$ cat src/design/otob_pkg.sv
// shared types and constants for the octant binning block
`timescale 1ns / 1ps
package otob_pkg;

  localparam int COORD_W = 32;
  localparam int EXT_W   = 32;
  localparam int CNT_W   = 17;
  localparam int SUM_W   = 49;
  localparam int MEAN_W  = 33;
  localparam int OCT_N   = 8;
  localparam int OCT_W   = 3;

  localparam logic KIND_MASK    = 1'b0;
  localparam logic KIND_SUMMARY = 1'b1;

  localparam logic [1:0] AXIS_X = 2'd0;
  localparam logic [1:0] AXIS_Y = 2'd1;
  localparam logic [1:0] AXIS_Z = 2'd2;

  // configuration register indexes
  localparam logic [1:0] REG_CENTER_X = 2'd0;
  localparam logic [1:0] REG_CENTER_Y = 2'd1;
  localparam logic [1:0] REG_CENTER_Z = 2'd2;

  // one classified triangle between front and back
  typedef struct packed {
    logic [OCT_N-1:0] mask;
    logic [EXT_W-1:0] ext_x;
    logic [EXT_W-1:0] ext_y;
    logic [EXT_W-1:0] ext_z;
    logic             fin;
  } entry_t;

  // one result word
  typedef struct packed {
    logic              kind;
    logic [OCT_N-1:0]  octant_mask;
    logic [OCT_W-1:0]  octant;
    logic [CNT_W-1:0]  tri_count;
    logic [MEAN_W-1:0] mean_x;
    logic [MEAN_W-1:0] mean_y;
    logic [MEAN_W-1:0] mean_z;
    logic              last;
  } res_t;

endpackage

$ cat src/design/otob_queue.sv
// two-word queue between front and back
`timescale 1ns / 1ps
module otob_queue
  import otob_pkg::*;
(
  input  logic   clk,
  input  logic   rst,
  input  logic   wr,
  input  entry_t wr_data,
  output logic   full,
  input  logic   rd,
  output entry_t rd_data,
  output logic   empty
);

  entry_t     slot [2];
  logic       wr_ptr, rd_ptr;
  logic [1:0] count;
  logic       do_wr, do_rd;

  assign full    = (count == 2'd2);
  assign empty   = (count == 2'd0);
  assign do_wr   = wr && !full;
  assign do_rd   = rd && !empty;
  assign rd_data = slot[rd_ptr];

  always_ff @(posedge clk) begin
    if (do_wr) begin
      slot[wr_ptr] <= wr_data;
    end
  end

  always_ff @(posedge clk) begin
    if (rst) begin
      wr_ptr <= 1'b0;
      rd_ptr <= 1'b0;
      count  <= 2'd0;
    end else begin
      if (do_wr) wr_ptr <= ~wr_ptr;
      if (do_rd) rd_ptr <= ~rd_ptr;
      count <= count + 2'(do_wr) - 2'(do_rd);
    end
  end

endmodule

$ cat config.mk
export PLATFORM = sky130hd
export DESIGN_NAME = otob_queue
export DESIGN_NICKNAME = d
export VERILOG_FILES = /design/src/design/otob_pkg.sv /design/src/design/otob_queue.sv
export SDC_FILE = /design/constraint.sdc
export NUM_CORES = 1
export LEC_CHECK = 0
export CORE_MARGIN = 4
export CORE_UTILIZATION = 40
export CTS_BUF_LIST = sky130_fd_sc_hd__clkbuf_4 sky130_fd_sc_hd__clkbuf_8
export DETAILED_ROUTE_END_ITERATION = 10
export DONT_BUFFER_PORTS = 1
export PLACE_DENSITY = 0.63
export SYNTH_ARGS = -nofsm -noshare
export SYNTH_HDL_FRONTEND = slang
export SYNTH_SLANG_ARGS = --single-unit
$ cat constraint.sdc
create_clock -name clk -period 3.65 [get_ports clk]
set_input_delay 0.73 -clock clk [delete_from_list [all_inputs] [get_ports clk]]
set_output_delay 0.73 -clock clk [all_outputs]
set_load 0.01 [all_outputs]
# Word-level counts from Yosys, hierarchy flattened
# Memories as Yosys holds them, arrays and structs flattened. A register that Yosys moved wholly into a read port is not among the register bits.
# Cells that the tools add are included.
# classes
mux,4
eq_ne,1
bitwise_logic,2
addsub,2
div,0
shift,0
reduce_logical,5
n_lt_le_gt_ge,0
multipliers,0
# op_table
cell,n
$mux W1,4
$add A2 B1 Y2,1
$eq A2 B2 Y1 const B,1
$logic_and A1 B1 Y1,2
$logic_not A1 Y1,2
$logic_not A2 Y1,1
$not A1 Y1,2
$sub A2 B1 Y2,1
# word_totals
latchBits,0
mem_bits_ro,0
n_memories,1
regBits,4
out_inout_bits,107
elab_cells,18
mem_bits_rw,210
in_bits,109
# mem_list
name,words,width,rd,rd_clocked_by_memory_dff,wr,line_no,text
slot,2,105,1,1,1,otob_queue.sv:16,entry_t slot [2];

# Longest topological paths before layout
# depth
depth_word,5
ltp_mapped,8
ltp_nobuf,8

# Worst setup path after synthesis
# No wires, ideal clock.
# synth_path
path_type,input-to-reg
startpoint,input wr
endpoint,memory slot[1][0] in the netlist's numbering (enable)
n_path_buf,0
t_arrival_ps,3208
t_required_ps,3174
setup_ps,476
cell_stages,1
setup_slack_ps,-35
cell_sequence,and3_1
# synth_via
elab_chain_len,3
# synth_rtl
element,line_no,text
start: declaration,otob_queue.sv:8,"input logic wr,"
$logic_and A1 B1 Y1,otob_queue.sv:23,assign do_wr = wr && !full;
$mux W1,otob_queue.sv:28,if (do_wr) begin
$mux W1 (not written as such),otob_queue.sv:29,slot[wr_ptr] <= wr_data;
end: declaration,otob_queue.sv:16,
# No other way between the ends.

==> parameters.txt <==
Parameter                              Value

Status
  Outcome    complete, no violations

Clock network
  CTS HTree Levels    2
  Clock transition at the registers of the reported paths    around 0.06 ns
  Number of setup buffers added after CTS    0
  Post_cts resized    0
  CTS Sinks    about 220
  Largest buffer count on any clock path    3
  Number of CTS-inserted buffers    36
  Buffer type at the clock tree root    clkbuf_8
  TritonCTS clock tree    yes
  Clk Latency, worst-skew pair    0.49 ns
  Hold-fix buffers, CTS    0

Layout
  Total of fill cells in the finished design    1,692
  Sequential cell area    ~0.0064 mm²
  Commonest cells after routing, fill and taps aside    210 x edfxtp_1, 55 x mux2_2, 50 x mux2_4
  Ratio of cells with drive above 1 in the final layout    0.4195
  Utilization after layout    0.4589
  Area of the multi-input gates    0.001493 mm²
  Final design instance area without fill    0.009019 mm²
  Inserted Diodes    0
  Fin nets    slightly below 500
  Most common cell after layout, fill and taps aside    edfxtp_1
  Syn-to-layout area delta    11.89%

Logic synthesis
  Compound-gate portion of the synthesized area    0.002173
  Synthesis-stage register bit count    215
  Average cell area after synthesis    22.77 µm²
  Dominant combinational cell family by area after synthesis    multiplexers
  Simple-gate portion of the synthesized area    0.007141
  Number of instances in the synthesized netlist    around 350
  Synthesized Nets    about 470
  Cells taking the most area after synthesis    edfxtp_1 78%, mux2_4 9.3%, mux2_2 7.7%, buf_12 1.2%, dfxtp_1 1.2%
  Parity-gate share of the synthesized area counting xor and xnor cells    0.002173
  Multiplexer share of the synthesized area    0.1700
  Total number of yosys warnings    0
  Largest area contributor in the netlist    edfxtp_1
  Area of the mapped netlist    0.008060 mm²
  Sequential fraction of the synthesis area    0.7948
  Yosys top cell area share    0.7824
  Distinct cell type count after synthesis    24
  Adder-cell share of the synthesized area    0.003105

Placement
  Placed instance area    0.008319 mm²
  Number of buffer cells added on primary ports    0
  HPWL after DPL    9446 µm
  Weighted congestion reported at the end of routability-driven placement    0.7495
  Pre-CTS worst setup slack    between 1 and 1.5 ns

Global routing
  Pin count of the biggest net entering global routing    74
  Via count of the first global-routing pass    3,543
  Global-route wire length before repair    20,660 µm
  Overall overflow remaining after global route    0
  Layer carrying the most global-route usage    met2
  Met1 Resource Use GR    0.1227
  Antenna violations before repair    0
  GR met2 Demand/Resource    0.1955
  Met3 demand-to-capacity share in global routing    0.07965
  Global routing usage summed across all routing layers    0.1203

Timing
  Period utilisation layout    0.7761
  Total negative slack    0 ns
  Slew Limit Fails    0
  Relative slew margins    0.6550
  Final hold slack    between 0.2 and 0.3 ns
  Slew at the pin with the worst max-slew slack    around 0.52 ns
  RSZ-0062 raised after global routing    false
  Worst clock skew    around 0.012 ns
  Clock period minus final worst setup slack    2.833 ns
  F_max    about 0.35 GHz
  Total count of hold-check failures in the final report    0
  Slack of the critical path    around 0.82 ns
  Setup Viol. Count Final    0

Pwr
  Power density normalized to cell area    746.6 mW/mm²
  Maximum resistive drop on vdd    0.5005 mV
  Leakage power figure    around 3.0 nW

Detailed routing
  TritonRoute pass-1 iters    4
  Post-detailed-route count of antenna-violating nets    0
  Overall routed net length    14,230 µm
  DRT iter0 DRCs    ~130
  Ratio of routed vias to standard cells    4.858
  Via count of the routed design    3,279
  Post-DR wirelength/cell    around 21 µm
  Count of unresolved DRC violations after routing    0

Setup path
  Slowest CP cell    dfxtp_4
  Delay of the slowest critical-path stage    0.68 ns
  Worst reg2reg setup slack    1.45 ns
  Crit Path Max Fanout    34
  Type of the setup path with the least slack    flip-flop to primary output
  Crit path buf inv count    1
  WP data arrival    ~2.1 ns
  Capturing element type of the critical path    primary output
  Required time of the critical path    2.92 ns
  Cell family with the largest share of critical-path delay    flip-flops
  Ordered list of cells on the worst path    buf_4, mux2_2
  Startpoint type of the worst setup path    flip-flop

Die
  Die W    150.0 µm
  Row cnt    51
  Full die area    roughly 0.022 mm²
  Placeable core region    a little under 0.02 mm²
  Die span in y    150.0 µm
  I/O Pins    between 200 and 250
  Starting density of the core    0.4101

Run
  Count of maximum capacitance violations    0

Worst hold path
  Min-Delay Path Class    primary input to flip-flop
[logic make-up (layout without fill, tap and decap cells)]
kind of cell	after synthesis	in the layout
and+or+nand+nor	11	11
AOI/OAI and AO/OA	3	3
xor gates and xnor gates	2	2
DFF	215	215
buffers and inverters	16	72
muxes	105	105
adders and majority gates	2	2
[state kept, by name, indices dropped and copies added, names as in the netlist, named ones only]
name / count
wr_ptr: 1
slot: 210
count: 2
rd_ptr: 1
[where the power goes]
group          switching [mW]  internal [mW]  total (mW)
Combinational           0.797          0.637        1.43
Clock                   0.854           1.14        2.00
Sequential              0.151           3.15        3.30
[cell type report]
| class | count | area share |
|---|---|---|
| Sequential cell | 215 | 0.7107 |
| Multi-Input combinational cell | 123 | 0.1655 |
| Inverter | 4 | 0.001942 |
| Tap cell | 265 | 0.03676 |
| Clock buffer | 55 | 0.07284 |
| Timing Repair Buffer | 4 | 0.007492 |
| Clock inverter | 9 | 0.004717 |
[synthesized netlist by cell type (all sizes together)]
cell type    n
xnor2        1
o21a         1
nor3         1
a21oi        1
nor2         4
or3          1
buf         12
nand2        1
xor2         1
and2         1
edfxtp     210
mux2       105
o21ai        1
nor2b        1
ha           2
dfxtp        5
nand2b       1
inv          4
and3         1
[per-layer routing]
layer	share of wire	up-vias	routed length, µm
li1	-	1462	-
met1	0.34	1612	4807
met2	0.48	172	6854
met3	0.16	33	2222
met4	0.024	0	344
met5	0	-	0
[final timing paths]
check                                from     endpoint  cells past startpoint
worst min-delay path                  rst    flip-flop                      1
worst min register to register     wr_ptr       wr_ptr                      2
worst max-delay path            flip-flop  rd_data[14]                      2
worst max register to register   count[0]  slot[0][27]                      5
[per-stage QoR]
stage	cells	power [mW]
3_3_place_gp	611	4.788
2_1_floorplan	354	4.635
4_1_cts	675	6.868
6_report	675	6.733
3_5_place_dp	611	4.831
5_1_grt	675	7.062
No activity file was read; power rests on OpenSTA's default activity.
