$ cat src/design/otob_pkg.sv
// shared types and constants for the octant binning block
`timescale 1ns / 1ps
package otob_pkg;

  localparam int COORD_W = 32;
  localparam int EXT_W   = 32;
  localparam int CNT_W   = 17;
  localparam int SUM_W   = 49;
  localparam int MEAN_W  = 33;
  localparam int OCT_N   = 8;
  localparam int OCT_W   = 3;

  localparam logic KIND_MASK    = 1'b0;
  localparam logic KIND_SUMMARY = 1'b1;

  localparam logic [1:0] AXIS_X = 2'd0;
  localparam logic [1:0] AXIS_Y = 2'd1;
  localparam logic [1:0] AXIS_Z = 2'd2;

  // configuration register indexes
  localparam logic [1:0] REG_CENTER_X = 2'd0;
  localparam logic [1:0] REG_CENTER_Y = 2'd1;
  localparam logic [1:0] REG_CENTER_Z = 2'd2;

  // one classified triangle between front and back
  typedef struct packed {
    logic [OCT_N-1:0] mask;
    logic [EXT_W-1:0] ext_x;
    logic [EXT_W-1:0] ext_y;
    logic [EXT_W-1:0] ext_z;
    logic             fin;
  } entry_t;

  // one result word
  typedef struct packed {
    logic              kind;
    logic [OCT_N-1:0]  octant_mask;
    logic [OCT_W-1:0]  octant;
    logic [CNT_W-1:0]  tri_count;
    logic [MEAN_W-1:0] mean_x;
    logic [MEAN_W-1:0] mean_y;
    logic [MEAN_W-1:0] mean_z;
    logic              last;
  } res_t;

endpackage

$ cat src/design/otob_front.sv
// front end: octant mask and per-axis max edge extent of one triangle
`timescale 1ns / 1ps
module otob_front
  import otob_pkg::*;
(
  input  logic signed [COORD_W-1:0] a_x,
  input  logic signed [COORD_W-1:0] a_y,
  input  logic signed [COORD_W-1:0] a_z,
  input  logic signed [COORD_W-1:0] b_x,
  input  logic signed [COORD_W-1:0] b_y,
  input  logic signed [COORD_W-1:0] b_z,
  input  logic signed [COORD_W-1:0] c_x,
  input  logic signed [COORD_W-1:0] c_y,
  input  logic signed [COORD_W-1:0] c_z,
  input  logic                      final_triangle,
  input  logic signed [COORD_W-1:0] center_x,
  input  logic signed [COORD_W-1:0] center_y,
  input  logic signed [COORD_W-1:0] center_z,
  output entry_t                    entry
);

  function automatic logic [EXT_W-1:0] abs_diff(input logic signed [COORD_W-1:0] p,
                                                input logic signed [COORD_W-1:0] q);
    logic signed [COORD_W:0] d;
    d = {p[COORD_W-1], p} - {q[COORD_W-1], q};
    return d[COORD_W] ? EXT_W'(-d) : EXT_W'(d);
  endfunction

  function automatic logic [EXT_W-1:0] max3(input logic [EXT_W-1:0] e0,
                                            input logic [EXT_W-1:0] e1,
                                            input logic [EXT_W-1:0] e2);
    logic [EXT_W-1:0] m;
    m = (e0 > e1) ? e0 : e1;
    return (m > e2) ? m : e2;
  endfunction

  logic [2:0] above_x, above_y, above_z;
  // per octant bit: 0 x, 1 z, 2 y
  logic [2:0] is_const, side;

  always_comb begin
    above_x = {c_x > center_x, b_x > center_x, a_x > center_x};
    above_y = {c_y > center_y, b_y > center_y, a_y > center_y};
    above_z = {c_z > center_z, b_z > center_z, a_z > center_z};
    is_const = {(&above_y) | ~(|above_y), (&above_z) | ~(|above_z),
                (&above_x) | ~(|above_x)};
    side     = {above_y[0], above_z[0], above_x[0]};
    for (int k = 0; k < OCT_N; k++) begin
      entry.mask[k] = &(~is_const | ~(3'(k) ^ side));
    end
    entry.ext_x = max3(abs_diff(a_x, b_x), abs_diff(b_x, c_x), abs_diff(c_x, a_x));
    entry.ext_y = max3(abs_diff(a_y, b_y), abs_diff(b_y, c_y), abs_diff(c_y, a_y));
    entry.ext_z = max3(abs_diff(a_z, b_z), abs_diff(b_z, c_z), abs_diff(c_z, a_z));
    entry.fin   = final_triangle;
  end

endmodule

$ cat config.mk
export PLATFORM = sky130hd
export DESIGN_NAME = otob_front
export DESIGN_NICKNAME = d
export VERILOG_FILES = /design/src/design/otob_pkg.sv /design/src/design/otob_front.sv
export SDC_FILE = /design/constraint.sdc
export NUM_CORES = 2
export LEC_CHECK = 0
export BUFFER_PORTS_ARGS = -buffer_cell sky130_fd_sc_hd__clkbuf_2
export CORE_MARGIN = 4
export CORE_UTILIZATION = 55
export DETAILED_ROUTE_END_ITERATION = 6
export GPL_TIMING_DRIVEN = 0
export PLACE_DENSITY = 0.77
export SYNTH_ARGS = -nofsm -noshare
export SYNTH_HDL_FRONTEND = slang
export SYNTH_SLANG_ARGS = --single-unit
$ cat constraint.sdc
create_clock -name vclk -period 11.4
set_input_delay 0.57 -clock vclk [all_inputs]
set_output_delay 0.57 -clock vclk [all_outputs]
set_load 0.1 [all_outputs]
### After elaboration in Yosys (flattened, before gate mapping)

Index checks and enable logic that the tools add are counted.

| cells by class | value |
|---|---|
| add/sub/neg operators | 18 |
| multiply operators | 0 |
| divide/modulo/power cells | 0 |
| order comparisons | 15 |
| equality and inequality tests | 0 |
| shifts and indexed selects | 0 |
| muxes and demuxes | 15 |
| bitwise logic cells | 29 |
| reduce and logical (&&, ||, !) cells | 14 |

Operators with widths:

| cell | number |
|---|---|
| greater-than comparator 32 bit | 15 |
| 2-to-1 mux 32 bit | 15 |
| subtractor 32 x 32 -> 33 bit | 9 |
| negation 32 bit | 9 |
| AND reduction 3 bit | 11 |
| inverter 3 bit | 9 |
| OR 3 bit | 8 |
| OR reduction 3 bit | 3 |
| inverter 1 bit | 6 |
| inverter 2 bit | 3 |
| OR 1 bit | 3 |

| word-level totals | value |
|---|---|
| flip-flop bits (word level) | 0 |
| bits in latches | 0 |
| bits in writable memories | 0 |
| memory bits (read-only) | 0 |
| input port bits | 385 |
| output and inout port bits | 105 |
| logic and storage cells | 91 |
| memories | 0 |

### Longest topological paths before layout

| logic depth | value |
|---|---|
| word-level depth | 7 |
| depth in mapped cells | 48 |
| depth with buffers taken out | 43 |

### Worst setup path before layout

No wires, ideal clock.

| path | value |
|---|---|
| kind | input to output |
| start | input port c_x[7] |
| end | output port entry[86] in the netlist's numbering |
| data arrival time | 11.999 ns |
| required time | 10.830 ns |
| setup slack | -1.169 ns |
| stages on the path | 40 |
| path buffers | 3 |
| cells stage by stage | inv_1 -> ha_1 -> and4_1 -> and2_1 -> o21ai_0 -> and3_1 -> a211oi_1 -> o211a_1 -> or3_1 -> a211oi_1 -> or3b_2 -> or4_1 -> a22oi_1 -> xnor2_1 -> ha_1 -> nand4_1 -> nor2_1 -> nand2_1 -> [4 not listed] -> a21oi_1 -> o21ai_0 -> ha_1 -> nor2b_1 -> o21a_1 -> o21a_1 -> o21a_1 -> o21a_1 -> o21a_1 -> o21a_1 -> o21a_1 -> o21ai_0 -> a21boi_0 -> o31a_1 -> clkbuf_1 -> nand2_1 -> clkbuf_1 -> o311ai_0 |

RTL lines:

| item | line | text |
|---|---|---|
| start: declaration | otob_front.sv:12 | `input logic signed [COORD_W-1:0] c_x,` |
| end: declaration | otob_front.sv:19 | `output entry_t entry` |

==> impl_metrics.json <==
{
  "outcome": "finished with violations",
  "violations": "DRC, capacitance limit",
  "synth-compound-area-share_pct": 32.5,
  "yosysTopAreaCellShare_pct": 24.3,
  "synth-simple-area-share_pct": 24.1,
  "seqPwrFrac_pct": 0,
  "crit_family": "compound AO/OA/AOI/OAI gates",
  "cpMostUsedCell": "o21a_1",
  "cp-end-kind": "output pin",
  "sw_frac_of_total_pct": 71.2,
  "via_count": 47830,
  "routedWlPerCell_microns": 23.0,
  "drive_gt1_share_pct": 13.5,
  "post-route-util_pct": 63.4,
  "yosys-mux-area-fraction_pct": 1.39,
  "crit_path_start_kind": "primary input",
  "die_h_microns": 276,
  "synth_xor_area_share_pct": 9.64,
  "synth_seq_area_share_pct": 0,
  "fin_setup_tns_ns": 0,
  "wl_microns": 165000,
  "synth_top_family_by_area": "compound AO/OA/AOI/OAI gates",
  "whs_ns": 1.60,
  "grt_antenna_before_repair": 17,
  "p_leak_nw": 21.5,
  "regArea_sq_um": 0,
  "worstSetupStartpoint": "b_x[0]",
  "synth.net_count": 6894,
  "n_clock_buffer": 0,
  "slowest_delay_ns": 0.53,
  "setup_viol": 0,
  "drc": 4,
  "synth_top_cell_by_area": "ha_1",
  "period_share_pct": 98.2,
  "grt_max_degree": 11,
  "cp_num_buf_inv": 7,
  "internal_power_mw": 3.40,
  "synth.cell_area_sq_um": 39500,
  "grt_pass1_wl_microns": 243000,
  "power.switching_mw": 8.42,
  "layout.nets": 7387,
  "synth_cell_types": 102,
  "area_growth_pct": 13.3,
  "grt_pass1_vias": 43719,
  "core_sq_um": 70600,
  "fin_cells": 7180,
  "crit_arrival_ns": 10.62,
  "cap_violations": 1,
  "synth-warning-count": 0,
  "dp_hpwl_microns": 141000,
  "dp_cells": 7163,
  "io_buffer_count": 489,
  "syn_area_per_cell_sq_um": 6.89,
  "antenna_left": 0,
  "hold_start": "final_triangle",
  "fmax_mhz": 89.3,
  "cp_max_fo": 10,
  "overflow": 0,
  "synth_cells": 5733,
  "rsz0062_at_grt": "true",
  "required_ns": 10.83,
  "fp.dieW_microns": 276,
  "drtPass1Iterations": 7,
  "io_pins": 490,
  "drtIter0Drc": 5091,
  "slowest_stage": "or4_1",
  "hold_viol_final": 0,
  "relSlewSlack_pct": 2.70,
  "fin_crit_ns": 11.19,
  "fp.dieArea_sq_um": 76100,
  "finalWeightedCongestion": 1.09,
  "path_class": "primary input to output pin",
  "power.density_nw_per_um2": 264,
  "num_rows": 97,
  "viasPerCell": 6.66,
  "comb_power_share_pct": 100.0,
  "design.seq.count": 0,
  "worstMarginPinSlew_ns": 1.42,
  "synth_area_leaders": "ha_1, a21oi_1, xnor2_1, inv_1, a21o_1",
  "synth_common_cells": "ha_1, inv_1, a21oi_1",
  "fin_total_pwr_mw": 11.8,
  "synth.most_common_cell": "ha_1",
  "synth_adder_area_share_pct": 24.9,
  "hold_path.class": "primary input to output pin",
  "ir_drop_mv": 0.828,
  "grt_usage_pct": 40.0,
  "maxSlewViolCount": 0,
  "initial_core_util_pct": 55.9,
  "power.share.clock_pct": 0
}
layout by cell type (no fill, tap or decap), drive strengths merged, types with 35 or more instances in the layout:
master / Yosys / final
nor3: 162 / 162
o21a: 146 / 146
mux2i: 38 / 38
a31oi: 62 / 62
nand3: 130 / 130
o31ai: 35 / 35
a211oi: 92 / 92
a21oi: 528 / 528
nor4: 70 / 70
a311oi: 38 / 38
o21ai: 338 / 338
nor2b: 112 / 112
nor2: 370 / 370
o211ai: 47 / 47
a21o: 229 / 229
and2: 113 / 113
clkbuf: 168 / 604
nand2: 301 / 301
and3: 63 / 63
nand2b: 92 / 92
xor2: 172 / 172
or3: 49 / 49
ha: 767 / 767
inv: 571 / 571
or2: 44 / 44
o21bai: 35 / 35
nand4: 158 / 158
xnor2: 259 / 259
buf: 25 / 79
a221oi: 52 / 52
final cells by class:
cell class | count | area (sq um)
fill | 6675 | 25900
buffer | 181 | 857
timing repair buffer | 502 | 3000
inverter | 571 | 2140
tap | 940 | 1180
antenna | 16 | 40.0
multi-input combinational | 4970 | 37500
power groups by stage:
stage / Combinational [mW] / Clock [mW] / Sequential, mW
4_1_cts: 11.2 / 0 / 0
2_1_floorplan: 8.32 / 0 / 0
3_5_place_dp: 10.6 / 0 / 0
5_1_grt: 12.4 / 0.0000000824 / 0
6_report: 11.8 / 0.000000166 / 0
3_3_place_gp: 10.5 / 0 / 0
logic make-up (layout without fill, tap and decap cells):
family | count (synthesis) | after routing
mux | 53 | 53
other cells | 0 | 16
buf+inv | 764 | 1254
compound gates | 1907 | 1908
simple gates | 1796 | 1796
fa+ha+maj | 781 | 781
xor+xnor | 432 | 432
metal layers:
metal | vias to the layer above | share of wire [%] | global-route usage, %
li1 | 22368 | - | -
met1 | 21922 | 39 | 49.6
met2 | 2848 | 42 | 63.0
met3 | 684 | 11 | 8.84
met4 | 8 | 7.7 | 24.8
met5 | - | 0.027 | 0
worst paths after layout:
path	depth (start not counted)	to	slack (ns)
worst min-delay path	2	entry[0]	1.60
worst max-delay path	43	entry[80]	0.21
metrics by stage:
stage | setup WS, ns | cell area [sq um]
after floorplan | 0.0168 | 39600
after global placement | -1.35 | 43300
after detailed placement | -1.36 | 43300
after CTS | -0.0394 | 44000
after global routing | -0.112 | 44700
final | 0.207 | 44700
repair_timing:
item                                    in CTS  in global routing
resized for setup                          188                246
endpoints found under the setup margin      96                 96
buffers inserted                             1                 11
gates cloned                                 0                  1
pin swaps                                    1                 18
hold buffers                                 0                  0
(Power assumes the default switching activity.)
